## src/sv/cdq_pkg.sv

```systemverilog
// ----------------------------------------------------------------------------
// cdq_pkg
// Shared constants, request and status codes, and the cell control type
// for the circular double-ended queue.
// ----------------------------------------------------------------------------
package cdq_pkg;

    localparam int DEPTH_DEFAULT = 32;
    localparam int DATA_W        = 32;
    localparam int MODE_W        = 3;
    localparam int STATUS_W      = 2;
    localparam int CAP_W         = 6;

    localparam logic [CAP_W-1:0] CAP_RESET = 6'd32;

    localparam logic [MODE_W-1:0] MODE_PUSH_REAR  = 3'd0;
    localparam logic [MODE_W-1:0] MODE_PUSH_FRONT = 3'd1;
    localparam logic [MODE_W-1:0] MODE_POP_REAR   = 3'd2;
    localparam logic [MODE_W-1:0] MODE_POP_FRONT  = 3'd3;
    localparam logic [MODE_W-1:0] MODE_PEEK_REAR  = 3'd4;
    localparam logic [MODE_W-1:0] MODE_PEEK_FRONT = 3'd5;
    localparam logic [MODE_W-1:0] MODE_SPARE_6    = 3'd6;
    localparam logic [MODE_W-1:0] MODE_SPARE_7    = 3'd7;

    localparam logic [STATUS_W-1:0] ST_OK    = 2'd0;
    localparam logic [STATUS_W-1:0] ST_FULL  = 2'd1;
    localparam logic [STATUS_W-1:0] ST_EMPTY = 2'd2;

    typedef struct packed {
        logic push_front;
        logic push_rear;
        logic pop_front;
        logic pop_rear;
    } cdq_cell_ctl_t;

endpackage

```

## src/sv/cdq_cell.sv

```systemverilog
// ----------------------------------------------------------------------------
// cdq_cell
// One cell of the queue chain. Holds the word at its place counted from the
// front and the word at its place counted from the rear, and shifts both
// against its neighbors.
// ----------------------------------------------------------------------------
module cdq_cell
    import cdq_pkg::*;
#(
    parameter int CNT_W = 6,
    parameter int INDEX = 0
) (
    input  logic                     aclk,
    input  cdq_cell_ctl_t            ctl,
    input  logic [CNT_W-1:0]         count,
    input  logic signed [DATA_W-1:0] word,
    input  logic signed [DATA_W-1:0] left_f,
    input  logic signed [DATA_W-1:0] left_r,
    input  logic signed [DATA_W-1:0] right_f,
    input  logic signed [DATA_W-1:0] right_r,
    output logic signed [DATA_W-1:0] f_out,
    output logic signed [DATA_W-1:0] r_out
);

    logic signed [DATA_W-1:0] f_reg;
    logic signed [DATA_W-1:0] f_next;
    logic signed [DATA_W-1:0] r_reg;
    logic signed [DATA_W-1:0] r_next;
    logic                     at_count;

    assign at_count = (count == CNT_W'(INDEX));

    always_comb begin
        f_next = f_reg;
        r_next = r_reg;
        if (ctl.push_front) begin
            f_next = left_f;
            if (at_count) begin
                r_next = word;
            end
        end
        if (ctl.push_rear) begin
            r_next = left_r;
            if (at_count) begin
                f_next = word;
            end
        end
        if (ctl.pop_front) begin
            f_next = right_f;
        end
        if (ctl.pop_rear) begin
            r_next = right_r;
        end
    end

    always_ff @(posedge aclk) begin
        f_reg <= f_next;
        r_reg <= r_next;
    end

    assign f_out = f_reg;
    assign r_out = r_reg;

endmodule

```

## config.mk

```make
export PLATFORM = sky130hd
export DESIGN_NAME = cdq_cell
export DESIGN_NICKNAME = d
export VERILOG_FILES = /design/src/sv/cdq_pkg.sv /design/src/sv/cdq_cell.sv
export SDC_FILE = /design/constraint.sdc
export NUM_CORES = 1
export LEC_CHECK = 0
export BUFFER_PORTS_ARGS = -buffer_cell sky130_fd_sc_hd__buf_2
export CORE_MARGIN = 2
export CORE_UTILIZATION = 39
export DETAILED_ROUTE_END_ITERATION = 12
export PLACE_DENSITY = 0.78
export SLEW_MARGIN = 0
export SYNTH_ARGS = -nofsm -noshare
export SYNTH_HDL_FRONTEND = slang
export SYNTH_SLANG_ARGS = --single-unit
```

## constraint.sdc

```tcl
create_clock -name aclk -period 1.85 [get_ports aclk]
set_input_delay 0.0925 -clock aclk [delete_from_list [all_inputs] [get_ports aclk]]
set_output_delay 0.0925 -clock aclk [all_outputs]
set_load 0.01 [all_outputs]
```

==> flow_summary.toml, run 1 <==
[status]
status = "finished, final reports clean"

[setup_path]
crit_path_end_kind = "flop"
rrSetupSlack_ns = 0.90
path_class = "in2reg"
cp-startpoint = "count[3]"
timing.critical_path.required_ns = 2.05
cp-start-kind = "input pin"
cp.arrival_ns = 1.44
crit_fanout = 16
r2r_start = "f_out[23]"

[synthesis]
synth_area_leader_cell = "edfxtp_1"
synth_cell_types = 20
synth_nets = 533
yosysWarnings = 0
synth.area.top_cells = "edfxtp_1 26%, dfxtp_1 18%, mux2_2 9.9%"
synth_area_per_cell_sq_um = 10.0
yosysSeqAreaShare = 0.441
ys_ff_latch = 64
synth_cells = 362
netlist_area_sq_um = 3630
synth_top_area_share = 0.265

[flow_run]
drv_cap = 0

[floorplanning]
core_sq_um = 9150
die_w_um = 100
dieArea_sq_um = 10100
pin_count = 235
die_h_um = 100
rows = 35
initial_core_util = 0.396

[clock_tree]
cts.path.max_buffers = 2
clk_latency_ns = 0.33
cts_root_buffer = "clkbuf_8"
cts_tree = "done"
numCtsBuffers = 9
clkSinkCount = 64
postCtsSetupBuffers = 0
clk_pin_slew_ns = 0.07
h-tree-depth = 3
cts_resized = 0

[global_routing]
grt.met2_usage = 0.419
grt.overflow.total = 0
track_usage = 0.241
grt_max_degree = 43
use_met3 = 0.0589
antenna_found_initial = 0
gr-usage-met1 = 0.269
grt_pass1_wl_um = 18800
grt_pass1_vias = 3879
grt_most_used_layer = "met2"

[routing]
via_per_inst = 5.30
dr.pass1.iters = 4
drtIter0Drc = 176
routedWlPerCell_um = 17.1
wirelength_um = 12600
drc = 0
ant_nets = 0
vias = 3908

[power_and_ir_drop]
p_int_w = 0.00286
power_switching_w = 0.00105
p_per_area_nw_per_um2 = 720
ir_drop_uv = 309
clock_power_share = 0.325
comb_power_share = 0.237
p_seq_frac = 0.438
p_leak_nw = 2.50
sw_frac_of_total = 0.269

[timing]
grt_setup_unrepaired = "false"
slew_viol_final = 0
fin_skew_ns = 0
worst-slew-pin-transition_ns = 0.414
setup_tns_ns = 0
fin_crit_sh = 0.670
fin_crit_ns = 1.24
report.final.hold_viol_count = 0
max_slew_margin = 0.724
setup_violations = 0
max_freq_ghz = 0.806

[place]
dp_hpwl_um = 9170
io_buffers = 234
placedCellCount = 689
place.gp.congestion = 0.866

[min_path]
hold_class = "in2reg"
min-delay-start = "right_r[22]"

[finish]
n_fill_cell = 785
drive_gt1_frac = 0.527
n_antenna_cell = 0
area_growth_pct = 49.8
nNetsFinal = 792
instances_no_fill = 737
logic make-up (layout without fill, tap and decap cells):
family	after synthesis	in the layout	synth area share
multiplexers	64	64	0.188
AO/OA/AOI/OAI	97	97	0.157
buffers and inverters	36	300	0.0497
flip-flops	64	64	0.441
AND/OR/NAND/NOR	101	101	0.164
synth_stat cells (all sizes together):
library cell and n:
mux2 32, nor4 1, mux2i 32, dfxtp 32, clkbuf 14, nor3 32
edfxtp 32, buf 22, nand2 64, nor2 1, o31ai 32, o21ai 32
a311o 1, a21oi 32, or3b 1, or4 1, nor3b 1
through the flow:
stage / setup WS (ns) / power [W] / util / area (sq um) / hold WS (ns)
6_report: 0.610 / 0.00391 / 0.594 / 5430 / 0.0397
5_1_grt: 0.530 / 0.00410 / 0.594 / 5430 / 0.0335
4_1_cts: 0.646 / 0.00394 / 0.594 / 5430 / 0.0101
3_5_place_dp: 0.272 / 0.00261 / 0.537 / 4910 / 0.297
3_3_place_gp: 0.288 / 0.00258 / 0.537 / 4910 / 0.291
2_1_floorplan: 0.362 / 0.00217 / - / 3630 / 0.201
area by class of cell:
type,instances,area (sq um),share of cell area
timing repair buffer,284,1630,0.299
clock inverter,5,71.3,0.0131
sequential,64,1600,0.295
multi-input combinational,262,1860,0.343
tap,111,139,0.0256
clock buffer,11,131,0.0242
placed cells by master (no fill, tap or decap), types with 3 or more instances in the layout:
master         count
buf_2            234
buf_4             18
a21oi_1           32
edfxtp_1          32
mux2_2            32
o21ai_0           32
dfxtp_1           32
nor3_2            30
clkinv_1           3
mux2i_1           32
dlygate4sd3_1     32
nand2_1           64
o31ai_1           32
clkbuf_8           9
critical path, stage by stage:
cell     delay, ns
buf_2         0.12
or4_2         0.69
buf_4         0.25
nor3_2        0.19
o31ai_1       0.09
layer usage:
layer	part of all wire	wire, um
met1	0.39	4860
met2	0.49	6210
met3	0.081	1020
met4	0.039	488
met5	0	0
flip-flops by register name, indices dropped and copies added (netlist names):
| register | cells |
|---|---|
| r_out | 32 |
| f_out | 32 |
power groups by stage:
stage | Clock (W) | Sequential (W) | Combinational, W
after global routing | 0.00136 | 0.00173 | 0.00100
after CTS | 0.00131 | 0.00171 | 0.000920
after global placement | 0 | 0.00174 | 0.000847
after floorplan | 0 | 0.00182 | 0.000343
final | 0.00127 | 0.00172 | 0.000926
after detailed placement | 0 | 0.00174 | 0.000866
timing repair:
item | CTS | global route
endpoints found under the hold margin | 32 | 0
endpoints found under the setup margin | 0 | 0
hold buffers | 32 | 0
path summary, 6_finish.rpt:
check        cells after the start        end
max                              5   f_out[6]
min                              3  r_out[22]
max reg2reg                      3  f_out[23]
min reg2reg                      3   f_out[1]
No activity file was read; power rests on OpenSTA's default activity.
==> inputs of run 2 (changes only) <==
- ABC_AREA: default -> 1
- clock period: 1.85 -> 1.03 ns (I/O delays scaled with it)
==> run 2 against run 1 <==
Sequential cell count unchanged. Largest power group unchanged. Total power rose by 74%. Worst setup slack lost 0.55 ns. Critical endpoint is now f_out[29].
==> flow_summary.toml, run 2 <==
[routing]
wl_met2_um = 6690
via_per_inst = 5.06
drc = 0
ant_nets = 0
drtIter0Drc = 155
routedWlPerCell_um = 15.2
vias = 4358
maxUsedRoutingLayer = "met4"
wirelength_um = 13100
dr.pass1.iters = 5
routed-wl-met3_um = 834
wl_met1_um = 5150

[min_path]
worstHoldEndpoint = "r_out[27]"
min-delay-start = "right_r[27]"
whs_path_depth = 2
hold_class = "in2reg"

[synthesis]
synthMuxAreaShare = 0
ys_ff_latch = 64
ys.flop_type = "edfxtp_1"
synth_cell_types = 20
synth_area_per_cell_sq_um = 7.74
yosysSeqAreaShare = 0.445
synth.area.top_cells = "edfxtp_1 27%, dfxtp_1 18%, nand2_1 14%"
async_flop_share = 0
synth_top_area_share = 0.267
yosysMostFrequentCell = "nand2_1"
synth_nets = 636
synth-edff-count = 32
netlist_area_sq_um = 3600
synth_compound_area_frac = 0.179
synth_adder_area_share = 0
synth_xor_area_frac = 0
synthSimpleGateAreaFrac = 0.288
synth.top_cells.by_count = "130 x nand2_1, 64 x nand3_1, 35 x inv_1"
synth_cells = 465
yosysWarnings = 0
synth_area_leader_cell = "edfxtp_1"
synth_top_family_by_area = "simple AND/OR/NAND/NOR gates"

[clock_tree]
h-tree-depth = 3
clk_pin_slew_ns = 0.07
numCtsBuffers = 9
cts_tree = "done"
cts_root_buffer = "clkbuf_8"
clkSinkCount = 64
cts.path.max_buffers = 2
clk_latency_ns = 0.32

[setup_path]
cp.arrival_ns = 1.19
r2r_start = "f_out[29]"
timing.critical_path.required_ns = 1.25
crit_fanout = 2
rrSetupSlack_ns = 0.06
path_class = "reg2reg"
worstReg2RegEnd = "f_out[29]"
cp-start-kind = "flop"
crit_path_end_kind = "flop"
r2r_cells = 5

[finish]
nNetsFinal = 917
layout_common_cells = "233 x buf_2, 128 x nand2_1, 63 x nand3_1"
area_growth_pct = 59.8
mostFrequentLayoutCell = "buf_2"
n_antenna_cell = 0
drive_gt1_frac = 0.419
seqCellArea_sq_um = 1600
instances_no_fill = 862
n_fill_cell = 753
multi_input_area_sq_um = 1750

[power_and_ir_drop]
p_per_area_nw_per_um2 = 1180
p_leak_nw = 2.87
ir_drop_uv = 518
power_w = 0.00680

[timing]
slew_viol_final = 0
max_slew_margin = 0.824
fin_crit_ns = 0.972
fin_crit_sh = 0.944
fin_skew_ns = 0
setup_violations = 0
report.final.hold_viol_count = 0
max_freq_ghz = 1.03
whs_ns = 0.00899
worst-slew-pin-transition_ns = 0.263
worst_slack_ns = 0.0578
grt_setup_unrepaired = "true"
setup_tns_ns = 0

[global_routing]
grt.overflow.total = 0
grt_pass1_vias = 4290
grt_pass1_wl_um = 19900
grt_max_degree = 34
antenna_found_initial = 0
track_usage = 0.255

[place]
place.gp.congestion = 0.922
placedCellCount = 795
dp_slack_ns = -0.167
dp_hpwl_um = 9300
io_buffers = 234

[floorplanning]
dieArea_sq_um = 10000
die_w_um = 100
initial_core_util = 0.395
pin_count = 235
core_sq_um = 9110
die_h_um = 100
rows = 35

[status]
status = "finished, final reports clean"

[flow_run]
drv_cap = 0
## run 2: how the worst max path moves through the flow
stage | from | endpoint | slack [ns] | depth (start not counted)
after floorplan | count[5] | r_out[0] | -0.04 | 6
after global placement | count[1] | r_out[11] | -0.15 | 6
after detailed placement | count[5] | r_out[9] | -0.17 | 6
after CTS | f_out[0] | f_out[0] | 0.06 | 5
after global routing | f_out[14] | f_out[14] | -0.01 | 5
final | f_out[29] | f_out[29] | 0.06 | 5
## run 2: per-stage QoR
| step | utilization | cell area (sq um) |
|---|---|---|
| floorplan | - | 3660 |
| global placement | 0.555 | 5060 |
| detailed placement | 0.555 | 5060 |
| CTS | 0.627 | 5710 |
| global route | 0.631 | 5750 |
| finish | 0.631 | 5750 |
## run 2: logic make-up (layout without fill, tap and decap cells)
kind of cell           after synthesis  count (layout)
buffers and inverters               73             359
flip-flops                          64              64
AND/OR/NAND/NOR                    231             231
AO/OA/AOI/OAI                       97              97
## run 2: area by class of cell
cell class                 instances  area share
clock buffer                      11      0.0246
multi-input combinational        328       0.304
clock inverter                     5     0.00392
tap                              111      0.0241
timing repair buffer             307       0.341
inverter                          36      0.0235
sequential                        64       0.278
## run 2: timing repair
action,4_1_cts,5_1_grt
hold buffers,49,2
hold endpoints to repair,49,2
setup endpoints to repair,0,6
gates resized for setup,0,8
buffers inserted,0,0
## run 2: worst max-delay path: stages, from the launching register on
cell,delay (ns)
dfxtp_1,0.31
or2_2,0.28
o21ai_0,0.07
nand2_1,0.07
nand3_1,0.08
nand2_1,0.05
## run 2: per-layer routing
| metal | up-vias | track usage |
|---|---|---|
| li1 | 2121 | - |
| met1 | 1971 | 0.289 |
| met2 | 226 | 0.475 |
| met3 | 40 | 0.0390 |
| met4 | 0 | 0.104 |
| met5 | - | 0 |
## run 2: power breakdown
group          switching [W]  internal [W]  leakage, nW  total [W]
logic               0.000899      0.000931         2.19    0.00183
registers           0.000105       0.00298        0.594    0.00308
clock network       0.000978      0.000913       0.0879    0.00189
==> inputs of run 3 (changes only) <==
- clock period: 1.03 -> 0.8 ns (I/O delays scaled with it)
==> run 3 against run 2 <==
The flow now finishes with violations (setup timing). Sequential share of layout area shrank 2.5 points. Non-clock buffer count grew 20. Cell area grew 13%. Routed wire length grew 18%. Largest power group unchanged. Via count grew 8.1%. Largest cell class unchanged.
==> flow_summary.toml, run 3 (synthesis results as in run 2) <==
[status]
status = "complete, but fails checks"
violations = "setup timing"

[setup_path]
crit_path_end_kind = "flop"
crit_chain = "or2_4, o21ai_2, nand2_1, nand3_1, nand2_1"
rrSetupSlack_ns = -0.15
path_class = "reg2reg"
cp-start-kind = "flop"
cp.arrival_ns = 1.18
cp_num_cells = 5
r2r_cells = 5
slowest_stage = "dfxtp_2"
critPathBufInv = 0
crit_family = "simple AND/OR/NAND/NOR gates"
worstReg2RegEnd = "f_out[13]"
crit_fanout = 2
crit_top_cell = "nand2_1"
timing.critical_path.required_ns = 1.03
r2r_start = "f_out[13]"
slowest_delay_ns = 0.33

[global_routing]
grt.overflow.total = 0
grt_pass1_vias = 4742
grt_pass1_wl_um = 23600
antenna_found_initial = 0
track_usage = 0.305
grt_max_degree = 42

[routing]
wl_met2_um = 7690
routedWlPerCell_um = 17.5
wl_met1_um = 5510
drtIter0Drc = 361
ant_nets = 0
vias = 4711
maxUsedRoutingLayer = "met4"
dr.pass1.iters = 5
via_per_inst = 5.34
routed-wl-met3_um = 1410
drc = 0
wirelength_um = 15400

[finish]
instances_no_fill = 883
mostFrequentLayoutCell = "buf_2"
area_growth_pct = 80.3
layout_common_cells = "202 x buf_2, 128 x nand2_1, 62 x nand3_1"
n_antenna_cell = 0
nNetsFinal = 938
seqCellArea_sq_um = 1640
drive_gt1_frac = 0.499
multi_input_area_sq_um = 1950
n_fill_cell = 655

[timing]
worst-slew-pin-transition_ns = 0.309
max_freq_ghz = 1.06
report.final.hold_viol_count = 0
slew_viol_final = 0
setup_violations = 97
setup_tns_ns = -6.98
max_slew_margin = 0.793
fin_crit_sh = 1.18
whs_ns = 0.0216
fin_skew_ns = 0
fin_crit_ns = 0.945
worst_slack_ns = -0.145
grt_setup_unrepaired = "true"

[floorplanning]
die_w_um = 100
initial_core_util = 0.395
core_sq_um = 9110
pin_count = 235
die_h_um = 100
dieArea_sq_um = 10000
rows = 35

[place]
place.gp.congestion = 0.920
placedCellCount = 804
io_buffers = 234
dp_hpwl_um = 9680

[min_path]
hold_class = "in2reg"
whs_path_depth = 5
worstHoldEndpoint = "f_out[5]"
min-delay-start = "left_f[5]"

[power_and_ir_drop]
ir_drop_uv = 951
p_per_area_nw_per_um2 = 1600
p_leak_nw = 3.14

[clock_tree]
cts_root_buffer = "clkbuf_8"
clk_pin_slew_ns = 0.08
cts_tree = "done"
clkSinkCount = 64
h-tree-depth = 3
clk_latency_ns = 0.34
numCtsBuffers = 9
cts.path.max_buffers = 2

[flow_run]
drv_cap = 0
==> run 3: final cells by class <==
cell class | count | share of cell area
flip-flops and latches | 64 | 0.253
inverters | 36 | 0.0208
clock inverters | 7 | 0.0170
multi-input cells | 329 | 0.301
clock buffers | 9 | 0.0191
repair buffers | 327 | 0.368
well taps | 111 | 0.0214
==> run 3: worst max path at each step <==
stage / slack [ns] / to / start
after global placement: -0.35 / f_out[7] / count[5]
after floorplan: -0.26 / r_out[0] / count[5]
final: -0.15 / f_out[13] / f_out[13]
after global routing: -0.19 / f_out[13] / f_out[13]
after CTS: -0.14 / f_out[6] / f_out[6]
after detailed placement: -0.36 / f_out[7] / count[1]
==> run 3: timing repair <==
item                                    CTS  global route
cloned                                    0             1
hold buffers                             61             0
hold endpoints to repair                 61             0
buffers inserted                          1             0
pin swaps                                31             9
gates resized for setup                  58            20
endpoints found under the setup margin   96           125
==> run 3: tightest hold or removal path, cell delays in order <==
cell     delay, ns
buf_2         0.09
o21ai_2       0.05
nand2_1       0.05
nand3_1       0.06
nand2_1       0.06
==> run 3: power breakdown <==
part           leakage [nW]  switching (W)  internal, W
Clock                 0.114        0.00133      0.00205
Sequential            0.595       0.000181      0.00387
Combinational          2.43        0.00133      0.00159
==> run 3: per-stage QoR <==
| stage | worst slack [ns] | power, W | area [sq um] | util |
|---|---|---|---|---|
| 5_1_grt | -0.190 | 0.0108 | 6490 | 0.712 |
| 3_5_place_dp | -0.363 | 0.00635 | 5260 | 0.577 |
| 4_1_cts | -0.143 | 0.0102 | 6390 | 0.702 |
| 2_1_floorplan | -0.259 | 0.00521 | 3800 | - |
| 3_3_place_gp | -0.348 | 0.00630 | 5260 | 0.577 |
| 6_report | -0.145 | 0.0103 | 6490 | 0.712 |
==> run 3: per-layer routing <==
| layer | global-route usage | vias up |
|---|---|---|
| li1 | - | 2166 |
| met1 | 0.338 | 2126 |
| met2 | 0.539 | 332 |
| met3 | 0.0731 | 87 |
| met4 | 0.164 | 0 |
| met5 | 0 | - |
